### src/rtl/ptwu_pkg.sv
// Shared types and constants for the page table walker unit.
// Depends on nothing; the interfaces, walker, top level, checker and testbench use it.
`default_nettype none

package ptwu_pkg;

  localparam int VA_W    = 48;
  localparam int PA_W    = 52;
  localparam int FLAG_W  = 12;
  localparam int FRAME_W = 40;
  localparam int ENTRY_W = 64;
  localparam int IDX_W   = 9;
  localparam int ENTRIES = 512;
  localparam int PAGE_SH = 12;

  typedef enum logic {
    OP_MAP   = 1'b0,
    OP_UNMAP = 1'b1
  } opcode_t;

  typedef enum logic [1:0] {
    ST_DONE     = 2'd0,
    ST_NO_PAGES = 2'd1,
    ST_NO_MAP   = 2'd2
  } status_t;

  typedef enum logic [2:0] {
    W_INIT,
    W_IDLE,
    W_READ,
    W_EVAL,
    W_CLEAR,
    W_LEAF,
    W_RESP
  } walk_state_t;

  typedef struct packed {
    opcode_t                opcode;
    logic [VA_W-1:0]        virt_addr;
    logic [PA_W-1:0]        phys_addr;
    logic [FLAG_W-1:0]      flag_bits;
  } req_t;

  typedef struct packed {
    status_t                status;
    logic                   invalidate_valid;
    logic [VA_W-1:0]        invalidate_addr;
  } res_t;

endpackage

`default_nettype wire

### src/rtl/ptwu_walk.sv
// Walk sequencer: reads, links, clears and writes table entries in the table RAM.
// Depends on ptwu_pkg; drives one ptwu_ram instance through its ports.
`default_nettype none

module ptwu_walk #(
  parameter int TABLE_PAGES = 16
) (
  input  logic                                                 clk,
  input  logic                                                 rst_n,
  input  logic                                                 req_valid,
  output logic                                                 req_ready,
  input  ptwu_pkg::req_t                                       req,
  output logic                                                 res_valid,
  input  logic                                                 res_ready,
  output ptwu_pkg::res_t                                       res,
  input  logic [ptwu_pkg::FRAME_W-1:0]                         base_frame,
  output logic                                                 mem_we,
  output logic [$clog2(TABLE_PAGES)+ptwu_pkg::IDX_W-1:0]       mem_waddr,
  output logic [ptwu_pkg::ENTRY_W-1:0]                         mem_wdata,
  output logic                                                 mem_re,
  output logic [$clog2(TABLE_PAGES)+ptwu_pkg::IDX_W-1:0]       mem_raddr,
  input  logic [ptwu_pkg::ENTRY_W-1:0]                         mem_rdata
);
  import ptwu_pkg::*;

  localparam int PW = $clog2(TABLE_PAGES);
  localparam int NW = $clog2(TABLE_PAGES + 1);

  walk_state_t          state_r, state_nxt;
  logic [IDX_W-1:0]     cnt_r, cnt_nxt;
  logic [1:0]           lvl_r, lvl_nxt;
  logic [PW-1:0]        page_r, page_nxt;
  logic [NW-1:0]        nfp_r, nfp_nxt;
  req_t                 req_r, req_nxt;
  status_t              status_r, status_nxt;

  logic [IDX_W-1:0]     idx_cur;
  logic                 create;
  logic                 ent_present;
  logic [FRAME_W-1:0]   ent_page;
  logic                 ent_in_store;
  logic                 pages_left;
  logic [FRAME_W-1:0]   link_frame;
  logic [ENTRY_W-1:0]   link_entry;
  logic [ENTRY_W-1:0]   leaf_entry;
  logic                 cnt_last;

  always_comb begin
    unique case (lvl_r)
      2'd0:    idx_cur = req_r.virt_addr[47:39];
      2'd1:    idx_cur = req_r.virt_addr[38:30];
      2'd2:    idx_cur = req_r.virt_addr[29:21];
      default: idx_cur = req_r.virt_addr[20:12];
    endcase
  end

  assign create       = (req_r.opcode == OP_MAP);
  assign ent_present  = mem_rdata[0];
  assign ent_page     = mem_rdata[PA_W-1:PAGE_SH] - base_frame;
  assign ent_in_store = (ent_page < FRAME_W'(TABLE_PAGES));
  assign pages_left   = (nfp_r < NW'(TABLE_PAGES));
  assign link_frame   = base_frame + FRAME_W'(nfp_r);
  assign link_entry   = {12'd0, link_frame, 10'd0, 2'b11};
  assign leaf_entry   = {12'd0, req_r.phys_addr[PA_W-1:PAGE_SH],
                         req_r.flag_bits[FLAG_W-1:1], 1'b1};
  assign cnt_last     = (cnt_r == IDX_W'(ENTRIES - 1));

  always_comb begin
    state_nxt  = state_r;
    cnt_nxt    = cnt_r;
    lvl_nxt    = lvl_r;
    page_nxt   = page_r;
    nfp_nxt    = nfp_r;
    req_nxt    = req_r;
    status_nxt = status_r;
    unique case (state_r)
      W_INIT: begin
        cnt_nxt = cnt_r + 1'b1;
        if (cnt_last) begin
          state_nxt = W_IDLE;
        end
      end
      W_IDLE: begin
        if (req_valid) begin
          req_nxt   = req;
          lvl_nxt   = 2'd0;
          page_nxt  = '0;
          state_nxt = W_READ;
        end
      end
      W_READ: begin
        state_nxt = W_EVAL;
      end
      W_EVAL: begin
        priority if (ent_present) begin
          if (ent_in_store) begin
            page_nxt = ent_page[PW-1:0];
            if (lvl_r == 2'd2) begin
              state_nxt = W_LEAF;
            end else begin
              lvl_nxt   = lvl_r + 1'b1;
              state_nxt = W_READ;
            end
          end else begin
            status_nxt = create ? ST_NO_PAGES : ST_NO_MAP;
            state_nxt  = W_RESP;
          end
        end else if (!create) begin
          status_nxt = ST_NO_MAP;
          state_nxt  = W_RESP;
        end else if (!pages_left) begin
          status_nxt = ST_NO_PAGES;
          state_nxt  = W_RESP;
        end else begin
          nfp_nxt   = nfp_r + 1'b1;
          page_nxt  = nfp_r[PW-1:0];
          cnt_nxt   = '0;
          state_nxt = W_CLEAR;
        end
      end
      W_CLEAR: begin
        cnt_nxt = cnt_r + 1'b1;
        if (cnt_last) begin
          if (lvl_r == 2'd2) begin
            state_nxt = W_LEAF;
          end else begin
            lvl_nxt   = lvl_r + 1'b1;
            state_nxt = W_READ;
          end
        end
      end
      W_LEAF: begin
        status_nxt = ST_DONE;
        state_nxt  = W_RESP;
      end
      W_RESP: begin
        if (res_ready) begin
          state_nxt = W_IDLE;
        end
      end
      default: begin
        state_nxt = W_INIT;
      end
    endcase
  end

  always_comb begin
    req_ready = (state_r == W_IDLE);
    res_valid = (state_r == W_RESP);
    mem_re    = (state_r == W_READ);
    mem_raddr = {page_r, idx_cur};
    mem_we    = 1'b0;
    mem_waddr = {page_r, idx_cur};
    mem_wdata = '0;
    unique case (state_r)
      W_INIT: begin
        mem_we    = 1'b1;
        mem_waddr = {PW'(0), cnt_r};
      end
      W_CLEAR: begin
        mem_we    = 1'b1;
        mem_waddr = {page_r, cnt_r};
      end
      W_EVAL: begin
        mem_we    = !ent_present && create && pages_left;
        mem_wdata = link_entry;
      end
      W_LEAF: begin
        mem_we    = 1'b1;
        mem_waddr = {page_r, req_r.virt_addr[20:12]};
        mem_wdata = create ? leaf_entry : '0;
      end
      default: begin
        mem_we = 1'b0;
      end
    endcase
    res.status           = status_r;
    res.invalidate_valid = (status_r == ST_DONE);
    res.invalidate_addr  = (status_r == ST_DONE) ? req_r.virt_addr : '0;
  end

  always_ff @(posedge clk) begin
    if (!rst_n) begin
      state_r <= W_INIT;
      cnt_r   <= '0;
      nfp_r   <= NW'(1);
    end else begin
      state_r <= state_nxt;
      cnt_r   <= cnt_nxt;
      nfp_r   <= nfp_nxt;
    end
    lvl_r    <= lvl_nxt;
    page_r   <= page_nxt;
    req_r    <= req_nxt;
    status_r <= status_nxt;
  end

endmodule

`default_nettype wire

### config.mk
export PLATFORM = sky130hd
export DESIGN_NAME = ptwu_walk
export DESIGN_NICKNAME = d
export VERILOG_FILES = /design/src/rtl/ptwu_pkg.sv /design/src/rtl/ptwu_walk.sv
export SDC_FILE = /design/constraint.sdc
export NUM_CORES = 1
export LEC_CHECK = 0
export BUFFER_PORTS_ARGS = -buffer_cell sky130_fd_sc_hd__buf_2
export CAP_MARGIN = 20
export CORE_AREA = 3 3 142 144
export CTS_BUF_LIST = sky130_fd_sc_hd__clkbuf_2
export DETAILED_ROUTE_END_ITERATION = 6
export DIE_AREA = 0 0 145 147
export PLACE_DENSITY = 0.88
export SLEW_MARGIN = 20
export SYNTH_ARGS = -nofsm -noshare
export SYNTH_HDL_FRONTEND = slang
export SYNTH_SLANG_ARGS = --single-unit
### constraint.sdc
create_clock -name clk -period 12.3 [get_ports clk]
set_clock_uncertainty 0.05 [all_clocks]
set_input_delay 1.845 -clock clk [delete_from_list [all_inputs] [get_ports clk]]
set_output_delay 1.845 -clock clk [all_outputs]
set_load 0.05 [all_outputs]
==> impl_metrics.toml <==
[synth]
synthesis.area_sq_um = 9240
syn_avg_cell_area_sq_um = 8.98
ys_types = 76
synth_top_area_share_pct = 35.1
ys_ff_latch = 125
synth.yosys.seq_area_share_pct = 38.8
synth-edff-count = 108
yosys_warnings = 0
syn-instance-count = 1029
synth_ff_type = "edfxtp_1"
synth_largest_area_cell = "edfxtp_1"
synthTopCellsByArea = "edfxtp_1, ha_1, nand2_1"
synthArstFlopShare_pct = 0

[clock_network]
clockRootBuffer = "clkbuf_2"
path_clk_slew_ns = 0.25
numCtsBuffers = 17
clockBufferDepth = 2
cts_max_level = 4
clkLatencyLatePin_ns = 0.73
clock_sinks = 125
cts_tree = "built"
cts_hold_buf = 0
cts_setup_buffers = 0
post_cts_resized = 0

[die]
die_area_sq_um = 21300
ios = 366
core_area_sq_um = 18800
rows = 50
initial_core_util_pct = 49.0
die-height_microns = 147
die_w_microns = 145

[cells_and_area]
stdcell_area_sq_um = 11200
drive_gt1_share_pct = 28.2
final_cells = 1595
final_util_pct = 59.6
syn2layout_area_growth_pct = 21.5
nets = 1595
n_fill_cell = 1655

[timing]
setup_viol = 0
fin_setup_tns_ns = 0
period_share_pct = 59.8
fin_hold_ws_ns = 0.502
fmax_mhz = 136
setup_slack_ns = 4.94
slew_violations = 0
slew_headroom_pct = 29.8
rsz0062_at_grt = "false"
tightest_slew_ns = 1.05
final_hold_viol_count = 0
period_needed_ns = 7.36

[worst_setup_path]
startpoint_type = "input port"
critPathKind = "input port to output port"
cp-end-kind = "output port"
crit_arrival_ns = 5.46
cp_max_fo = 5
cp.required_ns = 10.40

[route]
via_per_inst = 5.77
dr.pass1.iters = 7
drc = 2
via_count = 9209
antenna_left = 0
wl_per_cell_microns = 19.2
drtIter0Drc = 838
wirelength_microns = 30600

[pwr]
p_leak_nw = 4.99
finalPower_mw = 0.958
power_density_nw_per_um2 = 85.4
peakVddDrop_mv = 0.114

[grt]
antenna_found_initial = 5
grt_pass1_wl_microns = 47400
top_usage_layer = "met2"
grt_pass1_vias = 8925
grt_use_total_pct = 27.7
grt_max_degree = 83
use_met3_pct = 6.57
grt_use_met2_pct = 47.3
grt.met1_usage_pct = 34.5
gr-total-overflow = 0

[outcome]
violations = "design-rule violations"
run_status = "complete, but fails checks"

[hold_path]
hold_class = "flip-flop to flip-flop"

[job]
max-cap-violations = 0

[placed_design]
gp_congestion = 0.968
pre_cts_slack_ns = 5.02
io_buffers = 317
place_hpwl_microns = 24400
dpl.cell_count = 1561
dpl_cell_area_sq_um = 11000
cell families (layout without fill, tap and decap cells):
| kind of cell | count (synthesis) | count (layout) | synth area share, % |
|---|---|---|---|
| other | 1 | 14 | 0.0406 |
| adders and majority gates | 54 | 54 | 7.48 |
| muxes | 14 | 14 | 1.52 |
| AOI/OAI and AO/OA | 258 | 258 | 19.1 |
| buffers and inverters | 127 | 420 | 5.81 |
| DFF | 125 | 125 | 38.8 |
| and+or+nand+nor | 384 | 384 | 21.0 |
| xor gates and xnor gates | 66 | 66 | 6.26 |
critical path, cell delays in order:
cell and delay [ns]:
buf_2 0.11, ha_1 0.19, fa_1 0.22, a21oi_1 0.08
o21bai_1 0.22, a21oi_1 0.22, nor3_1 0.47, nand4_1 0.28
nor4_1 0.63, nand2_1 0.26, nor4_1 0.35, xnor2_1 0.12
o21ai_0 0.15, buf_2 0.31
metal layers:
| metal | up-vias | part of all wire [%] |
|---|---|---|
| met4 | 6 | 3.0 |
| met5 | - | 0.13 |
| met2 | 520 | 48 |
| met1 | 4283 | 40 |
| met3 | 64 | 8.7 |
| li1 | 4336 | - |
registers in the layout, indices dropped and copies added (netlist names):
signal	cells
cnt_r	9
leaf_entry	51
lvl_r	2
nfp_r	5
page_r	4
req_r	49
state_r	3
status_r	2
power by group:
group	internal [mW]	total [mW]	switching (mW)
Clock	0.0691	0.273	0.204
Combinational	0.0877	0.223	0.136
Sequential	0.460	0.461	0.00119
Total	0.617	0.958	0.341
layout by cell type, fill, tap and decap left out, drive strengths merged, types with 12 or more instances in the layout:
master / synthesis / final
o21ai: 65 / 65
dfxtp: 17 / 17
nor2b: 13 / 13
nand2: 119 / 119
xor2: 16 / 16
nor4: 12 / 12
a21oi: 55 / 55
ha: 52 / 52
mux2i: 14 / 14
clkbuf: 40 / 17
nand4: 21 / 21
buf: 24 / 325
edfxtp: 108 / 108
o21a: 15 / 15
conb: 1 / 12
nor3: 35 / 35
and2: 57 / 57
nor2: 56 / 56
inv: 63 / 72
xnor2: 50 / 50
a21o: 16 / 16
nand3: 31 / 31
cell type report:
class,instances,area [sq um],area share (%)
antenna,2,5.00,0.0446
clock inverter,15,166,1.48
tap,260,325,2.90
sequential,125,3580,31.9
timing repair buffer,325,1650,14.7
inverter,63,239,2.13
clock buffer,17,85.1,0.758
multi-input combinational,788,5170,46.1
cell usage after synthesis, drive strengths merged (12+ instances only):
cell	instances
mux2i	14
xor2	16
clkbuf	40
nor2b	13
a21o	16
o21a	15
ha	52
nor4	12
nor3	35
xnor2	50
dfxtp	17
nand4	21
o21ai	65
nand3	31
and2	57
a21oi	55
edfxtp	108
nor2	56
buf	24
inv	63
nand2	119
path summary, 6_finish.rpt:
path / start / end / cells after the start / slack (ns)
max: base_frame[0] / mem_wdata[48] / 14 / 4.94
max reg2reg: state_r[1] / nfp_r[3] / 5 / 9.06
min: cnt_r[8] / cnt_r[8] / 2 / 0.50
min reg2reg: cnt_r[8] / cnt_r[8] / 2 / 0.50
No activity file was read; power rests on OpenSTA's default activity.
