File: src/rtl/ptwu_ram.sv
// Generic single-write, single-read RAM with a registered read port.
// Depends on nothing.
`default_nettype none

module ptwu_ram #(
  parameter int WIDTH = 64,
  parameter int DEPTH = 16
) (
  input  logic                     clk,
  input  logic                     we,
  input  logic [$clog2(DEPTH)-1:0] waddr,
  input  logic [WIDTH-1:0]         wdata,
  input  logic                     re,
  input  logic [$clog2(DEPTH)-1:0] raddr,
  output logic [WIDTH-1:0]         rdata
);

  logic [WIDTH-1:0] mem [DEPTH];
  logic [WIDTH-1:0] rdata_r;

  always_ff @(posedge clk) begin
    if (we) begin
      mem[waddr] <= wdata;
    end
    if (re) begin
      rdata_r <= mem[raddr];
    end
  end

  assign rdata = rdata_r;

endmodule

`default_nettype wire

File: config.mk
export PLATFORM = sky130hd
export DESIGN_NAME = ptwu_ram
export DESIGN_NICKNAME = d
export VERILOG_FILES = /design/src/rtl/ptwu_ram.sv
export SDC_FILE = /design/constraint.sdc
export NUM_CORES = 1
export LEC_CHECK = 0
export BUFFER_PORTS_ARGS = -buffer_cell sky130_fd_sc_hd__buf_2
export CAP_MARGIN = 20
export CORE_ASPECT_RATIO = 0.9
export CORE_MARGIN = 5
export CORE_UTILIZATION = 60
export DETAILED_ROUTE_END_ITERATION = 6
export MAX_ROUTING_LAYER = met4
export PLACE_DENSITY = 0.84
export SYNTH_ARGS = -nofsm -noshare
export SYNTH_HDL_FRONTEND = slang
export SYNTH_SLANG_ARGS = --single-unit
File: constraint.sdc
create_clock -name clk -period 8.2 [get_ports clk]
set_clock_uncertainty 0.2 [all_clocks]
set_input_delay 1.64 -clock clk [delete_from_list [all_inputs] [get_ports clk]]
set_output_delay 1.64 -clock clk [all_outputs]
set_load 0.03 [all_outputs]
==> metrics.yaml, run 1 <==
period_minus_slack_ns: 3.92
cp_data_required_time_ns: 8.39
grt_max_degree: 136
clk_pin_slew_worst_paths_ns: 0.06
synth-seq-cells: 1088
synth_top_family_by_area: "multiplexers"
clock_path_buffers: 3
crit_family: "buffers and inverters"
grt_use_total: 0.281
numCtsBuffers: 102
synthMuxAreaShare: 0.143
hold_buffers: 0
critical-path-max-stage-delay_ns: 0.78
crit_path_end_kind: "register"
ir_worst_vdd_mv: 0.145
arrival_ns: 4.10
drt_wl_total_um: 98100
critPathMaxFanout: 67
grt_pass1_wl_um: 142000
syn_nets: 1722
grt-ovfl-total: 0
postLayoutCoreUtil: 0.678
cts_resized: 0
wire_per_inst_um: 34.9
vias: 19400
worst_r2r_endpoint: "rdata[1]$_DFFE_PP_"
ys_seq_area_frac: 0.812
final.period_utilization: 0.478
cp_num_buf_inv: 2
area_delta_synth_final_pct: 12.6
clkPwrFrac: 0.403
r2r_cells: 3
initial_core_util: 0.602
syn_inst: 1647
syn-mean-instance-area_um2: 24.4
synthAdderAreaFrac: 0
regToRegStartpoint: "mem[11][1]$_DFFE_PP_"
grt_antenna_before_repair: 14
setup_viol: 0
drt_pass1_iterations: 5
synthDistinctLibCells: 17
p_leak_nw: 14.4
place_ws_ns: 3.64
finalMaxSlewViolations: 0
rsz0062_at_grt: "no"
ios: 139
synth_area_um2: 40200
layout-drive-gt1-share: 0.309
fin_setup_tns_ns: 0
final_common_cell: "edfxtp_1"
postCtsSetupRepairBufs: 0
avgViaCountPerCell: 6.89
mostFrequentLayoutCells: "1088 x edfxtp_1, 256 x mux4_2, 135 x buf_2, 128 x a22oi_1, 105 x clkbuf_16"
post-route-drc-count: 0
cts_root_buf: "clkbuf_16"
synth_xor_area_frac: 0
p_int_w: 0.00912
hold_violations: 0
critPathKind: "in -> reg"
drt.antenna.violating_nets: 0
cp_num_cells: 5
maxSlewHeadroom: 0.264
crit_path_start: "raddr[0]"
drt_iter0_drc: 2904
grt_pass1_vias: 20300
maxCapViolCount: 0
comb_power_share: 0.050
htreeDepth: 3
crit_chain: "buf_8, buf_4, mux4_2, a22oi_1, nand2_1"
gp_congestion: 0.733
r2r_slack_ns: 6.44
synth-simple-area-share: 0.00927
cp-start-kind: "input pin"
min_from: "mem[14][54]$_DFFE_PP_"
power.share.switching: 0.211
clk_latency_ns: 0.66
p_per_area_nw_per_um2: 255
die_area_um2: 72300
crit_path_top_delay_cell: "buf_4"
die_h_um: 256
endpoint: "rdata[7]$_DFFE_PP_"
outcome: "finished clean"
hold_path_depth: 3
switchingPower_w: 0.00244
cts_sinks: 1088
cts_tree: "yes"
pwr-share-seq: 0.547
whs_ns: 0.545
n_fill_cell: 3815
hold_class: "reg -> reg"
fmax_mhz: 255
synth-compound-area-share: 0.0239
layout.nets: 1912
worstMarginPinSlew_ns: 1.10
placementRows: 90
yosys_warnings: 0
place_hpwl_um: 43900
port_buffers: 138
core_um2: 66800
die_x_um: 283
fin_ws_ns: 4.28
[synth_stat cells, drive strengths merged]
cell type	count	area, um2
a22oi	128	961
and2	1	6.26
buf	48	317
clkbuf	36	135
edfxtp	1088	32700
mux4	256	5770
nand2	65	244
nand2b	2	12.5
nand3	1	5.00
nand3b	2	15.0
nor2	13	48.8
nor2b	2	12.5
nor3	4	20.0
or3b	1	8.76
[tightest hold or removal path, stage by stage, from the launching register on]
cell and delay, ns:
edfxtp_1 0.31, mux4_2 0.22, a22oi_1 0.06, nand2_1 0.06
[sequential cells by signal, indices dropped and copies added, names as in the netlist]
name	count
mem	1024
rdata	64
[logic make-up (layout without fill, tap and decap cells)]
kind of cell | count (synthesis) | count (layout)
and+or+nand+nor | 91 | 91
AOI/OAI and AO/OA | 128 | 128
buffers and inverters | 84 | 357
DFF | 1088 | 1088
muxes | 256 | 256
other | 0 | 15
[cell type report]
cell class	instances	area (um2)	share of cell area
multi-input cells	475	7230	0.160
flip-flops and latches	1088	32700	0.721
repair buffers	170	991	0.0219
clock inverters	66	568	0.0125
diodes	15	37.5	0.000829
well taps	874	1090	0.0241
clock buffers	121	2690	0.0594
[layer usage]
metal | global-route usage | up-vias | routed length (um)
met5 | - | - | 0
met4 | 0.0976 | 0 | 3430
met3 | 0.0773 | 218 | 11100
met2 | 0.441 | 1488 | 49200
met1 | 0.363 | 10200 | 34400
li1 | - | 7509 | -
[worst min path at each step]
stage | endpoint | slack (ns)
finish | rdata[54]$_DFFE_PP_ | 0.55
global route | rdata[37]$_DFFE_PP_ | 0.58
CTS | rdata[52]$_DFFE_PP_ | 0.55
detailed placement | rdata[52]$_DFFE_PP_ | 0.53
global placement | rdata[10]$_DFFE_PP_ | 0.52
floorplan | rdata[0]$_DFFE_PP_ | 0.51
[power by group through the flow]
stage          clock [W]  combinational, W  sequential (W)
3_3_place_gp           0          0.000546         0.00642
2_1_floorplan          0          0.000297         0.00647
4_1_cts          0.00470          0.000581         0.00632
3_5_place_dp           0          0.000567         0.00643
6_report         0.00466          0.000580         0.00632
5_1_grt          0.00497          0.000614         0.00632
[through the flow]
| step | total power, W | cell area (um2) | instances |
|---|---|---|---|
| detailed placement | 0.00700 | 42000 | 2607 |
| floorplan | 0.00677 | 40200 | 1647 |
| global placement | 0.00696 | 42000 | 2607 |
| finish | 0.0116 | 45300 | 2809 |
| global route | 0.0119 | 45300 | 2807 |
| CTS | 0.0116 | 45200 | 2794 |
Note: power is estimated with default switching activity, not from simulation.
==> inputs of run 2 (changes only) <==
==> constraint.sdc (replaced) <==
create_clock -name clk -period 3.8 [get_ports clk]
set_clock_uncertainty 0.2 [all_clocks]
set_input_delay 0.76 -clock clk [delete_from_list [all_inputs] [get_ports clk]]
set_output_delay 0.76 -clock clk [all_outputs]
set_load 0.03 [all_outputs]
==> metrics.yaml, run 2 (synthesis results as in run 1) <==
outcome: "finished clean"
critPathKind: "reg -> out"
grt_use_total: 0.279
postCtsSetupRepairBufs: 0
seq_area_um2: 32700
hold_class: "in -> reg"
cp-start-kind: "register"
grt_pass1_vias: 20200
finalMaxSlewViolations: 0
drt_pass1_iterations: 6
maxCapViolCount: 0
place_ws_ns: 0.866
crit_path_end_kind: "primary output"
p_leak_nw: 14.7
grt_max_degree: 65
arrival_ns: 1.38
final.period_utilization: 0.615
grt_pass1_wl_um: 141000
maxSlewHeadroom: 0.405
p_per_area_nw_per_um2: 550
grt_antenna_before_repair: 15
drt.antenna.violating_nets: 0
whs_ns: 0.273
numCtsBuffers: 101
initial_core_util: 0.602
die_h_um: 256
worstMarginPinSlew_ns: 0.893
avgViaCountPerCell: 6.75
n_fill_cell: 3694
cp_data_required_time_ns: 2.84
layout-drive-gt1-share: 0.315
fmax_mhz: 428
period_minus_slack_ns: 2.34
postLayoutCoreUtil: 0.688
gp_congestion: 0.732
crit_chain: "buf_2"
grt-ovfl-total: 0
critical-path-max-stage-delay_ns: 0.49
ios: 139
cts_root_buf: "clkbuf_16"
die_area_um2: 72300
port_buffers: 138
layout.nets: 1927
cts_tree: "yes"
mostFrequentLayoutCells: "1088 x edfxtp_1, 256 x mux4_2, 135 x buf_2, 128 x a22oi_1, 103 x clkbuf_16"
cts_sinks: 1088
core_um2: 66800
hold_buffers: 0
cts_resized: 0
fin_ws_ns: 1.46
clk_pin_slew_worst_paths_ns: 0.06
crit_path_top_delay_cell: "edfxtp_1"
die_x_um: 283
crit_family: "flip-flops"
rsz0062_at_grt: "no"
wire_per_inst_um: 34.5
largest_reg_flops: 1024
ir_worst_vdd_mv: 0.349
top_register: "mem"
cp_num_buf_inv: 1
multi_input_area_um2: 7260
drt_iter0_drc: 2797
area_delta_synth_final_pct: 14.2
vias: 19100
htreeDepth: 3
place_hpwl_um: 43600
setup_viol: 0
post-route-drc-count: 0
clock_path_buffers: 3
clk_latency_ns: 0.66
final_common_cell: "edfxtp_1"
placementRows: 90
drt_wl_total_um: 97300
critPathMaxFanout: 1
hold_violations: 0
run 2: cell count changes in the layout (fill, tap and decap cells not counted), sizes merged:
| cell | change |
|---|---|
| bufinv | +5 |
| clkinv | -7 |
| inv | +1 |
| buf | +16 |
run 2: power breakdown:
part	total, W	internal [W]	switching [W]
logic	0.00130	0.000481	0.000817
registers	0.0136	0.0135	0.000111
clock network	0.0103	0.00599	0.00435
total	0.0253	0.0200	0.00528
run 2: layer usage:
layer / GRT usage / share of wire / vias to the layer above
li1: - / - / 7548
met1: 0.350 / 0.34 / 9964
met2: 0.466 / 0.53 / 1336
met3: 0.0516 / 0.10 / 225
met4: 0.103 / 0.037 / 0
met5: - / 0 / -
run 2: path summary, 6_finish.rpt:
path	from	end	slack (ns)	cells after the start
min reg2reg	mem[13][11]$_DFFE_PP_	rdata[11]$_DFFE_PP_	0.54	3
max reg2reg	mem[8][58]$_DFFE_PP_	rdata[58]$_DFFE_PP_	1.97	3
max	rdata[16]$_DFFE_PP_	rdata[16]	1.46	1
min	wdata[25]	mem[1][25]$_DFFE_PP_	0.27	1
run 2: metrics by stage:
step / power (W) / instances / area, um2 / TNS (ns)
global route: 0.0260 / 2822 / 45900 / 0
detailed placement: 0.0151 / 2623 / 42500 / 0
finish: 0.0253 / 2824 / 45900 / 0
floorplan: 0.0146 / 1647 / 40300 / -204.29
global placement: 0.0151 / 2623 / 42500 / 0
CTS: 0.0254 / 2809 / 45900 / 0
run 2: layout make-up:
type,instances,area share
timing repair buffer,186,0.0329
multi-input combinational,475,0.158
clock buffer,121,0.0576
antenna,15,0.000817
clock inverter,65,0.0158
sequential,1088,0.711
tap,874,0.0238
==> inputs of run 3 (changes only) <==
==> constraint.sdc (replaced) <==
create_clock -name clk -period 2.2 [get_ports clk]
set_clock_uncertainty 0.2 [all_clocks]
set_input_delay 0.44 -clock clk [delete_from_list [all_inputs] [get_ports clk]]
set_output_delay 0.44 -clock clk [all_outputs]
set_load 0.03 [all_outputs]
==> metrics.yaml, run 3 (synthesis results as in run 1) <==
area_delta_synth_final_pct: 18.9
fin_cells: 2974
worstMarginPinSlew_ns: 0.588
crit_family: "flip-flops"
critPathMaxFanout: 1
cts_root_buf: "clkbuf_16"
dpl_cell_area_um2: 43800
cts_sinks: 1088
wire_per_inst_um: 36.5
grt_antenna_before_repair: 9
design_area_um2: 47800
n_fill_cell: 3403
cts_tree: "yes"
setup_viol: 0
cp_data_required_time_ns: 1.56
critPathKind: "reg -> out"
post-route-drc-count: 0
place_inst: 2708
port_buffers: 138
avgViaCountPerCell: 6.99
grt_pass1_wl_um: 151000
drt.antenna.violating_nets: 0
grt-ovfl-total: 0
layout-drive-gt1-share: 0.331
drt_wl_total_um: 109000
grt_use_total: 0.298
numCtsBuffers: 102
grt_max_degree: 65
clk_pin_slew_worst_paths_ns: 0.07
clk_latency_ns: 0.68
crit_path_top_delay_cell: "edfxtp_1"
htreeDepth: 3
crit_path_end_kind: "primary output"
die_x_um: 283
whs_ns: 0.185
period_minus_slack_ns: 2.06
cp_num_buf_inv: 1
p_per_area_nw_per_um2: 921
ios: 139
die_area_um2: 72300
maxCapViolCount: 0
core_um2: 66800
place_hpwl_um: 51500
drt_pass1_iterations: 6
largest_reg_flops: 1024
die_h_um: 256
vias: 20800
outcome: "finished clean"
grt_pass1_vias: 21300
placementRows: 90
fin_setup_tns_ns: 0
maxSlewHeadroom: 0.608
crit_chain: "buf_2"
hold_class: "in -> reg"
top_register: "mem"
gp_congestion: 0.784
fin_total_pwr_w: 0.0440
p_leak_nw: 15.5
fmax_mhz: 486
layout.nets: 2077
mostFrequentLayoutCells: "1088 x edfxtp_1, 256 x mux4_2, 135 x buf_2, 128 x a22oi_1, 103 x clkbuf_16"
finalMaxSlewViolations: 0
final.period_utilization: 0.936
hold_violations: 0
rsz0062_at_grt: "no"
ir_worst_vdd_mv: 0.603
arrival_ns: 1.42
critical-path-max-stage-delay_ns: 0.51
drt_iter0_drc: 3130
clock_path_buffers: 3
cp-start-kind: "register"
final_common_cell: "edfxtp_1"
initial_core_util: 0.602
-- run 3: metal layers --
| metal | global-route usage | share of wire | up-vias |
|---|---|---|---|
| li1 | - | - | 7847 |
| met2 | 0.483 | 0.51 | 1993 |
| met5 | - | 0 | - |
| met3 | 0.0748 | 0.13 | 305 |
| met4 | 0.0932 | 0.037 | 0 |
| met1 | 0.381 | 0.32 | 10700 |
-- run 3: final cells by class --
class	count	area, um2	share of cell area
clock buffer	126	2660	0.0557
sequential	1088	32700	0.683
antenna	15	37.5	0.000785
timing repair buffer	335	3430	0.0717
clock inverter	61	632	0.0132
tap	874	1090	0.0229
multi-input combinational	475	7290	0.152
-- run 3: where the power goes --
part,internal [W],switching [W],total (W)
clock network,0.00994,0.00793,0.0179
logic,0.00105,0.00156,0.00261
registers,0.0234,0.000207,0.0236
total,0.0343,0.00969,0.0440
-- run 3: path summary, 6_finish.rpt --
path | start | end | slack [ns] | cells past startpoint
setup / recovery | rdata[1]$_DFFE_PP_ | rdata[1] | 0.14 | 1
hold / removal | re | rdata[55]$_DFFE_PP_ | 0.19 | 2
setup reg to reg | mem[3][6]$_DFFE_PP_ | rdata[6]$_DFFE_PP_ | 0.22 | 3
hold reg to reg | mem[14][43]$_DFFE_PP_ | rdata[43]$_DFFE_PP_ | 0.54 | 3
-- run 3: metrics by stage --
stage / worst slack, ns / util
final: 0.141 / 0.716
after global routing: 0.0934 / 0.716
after CTS: 0.129 / 0.716
after detailed placement: -0.268 / 0.657
after global placement: -0.159 / 0.657
after floorplan: -0.908 / -
-- run 3: repair_timing --
action	4_1_cts	5_1_grt
resized for setup	0	0
endpoints found under the hold margin	1024	0
hold buffers	64	0
buffers inserted	0	0
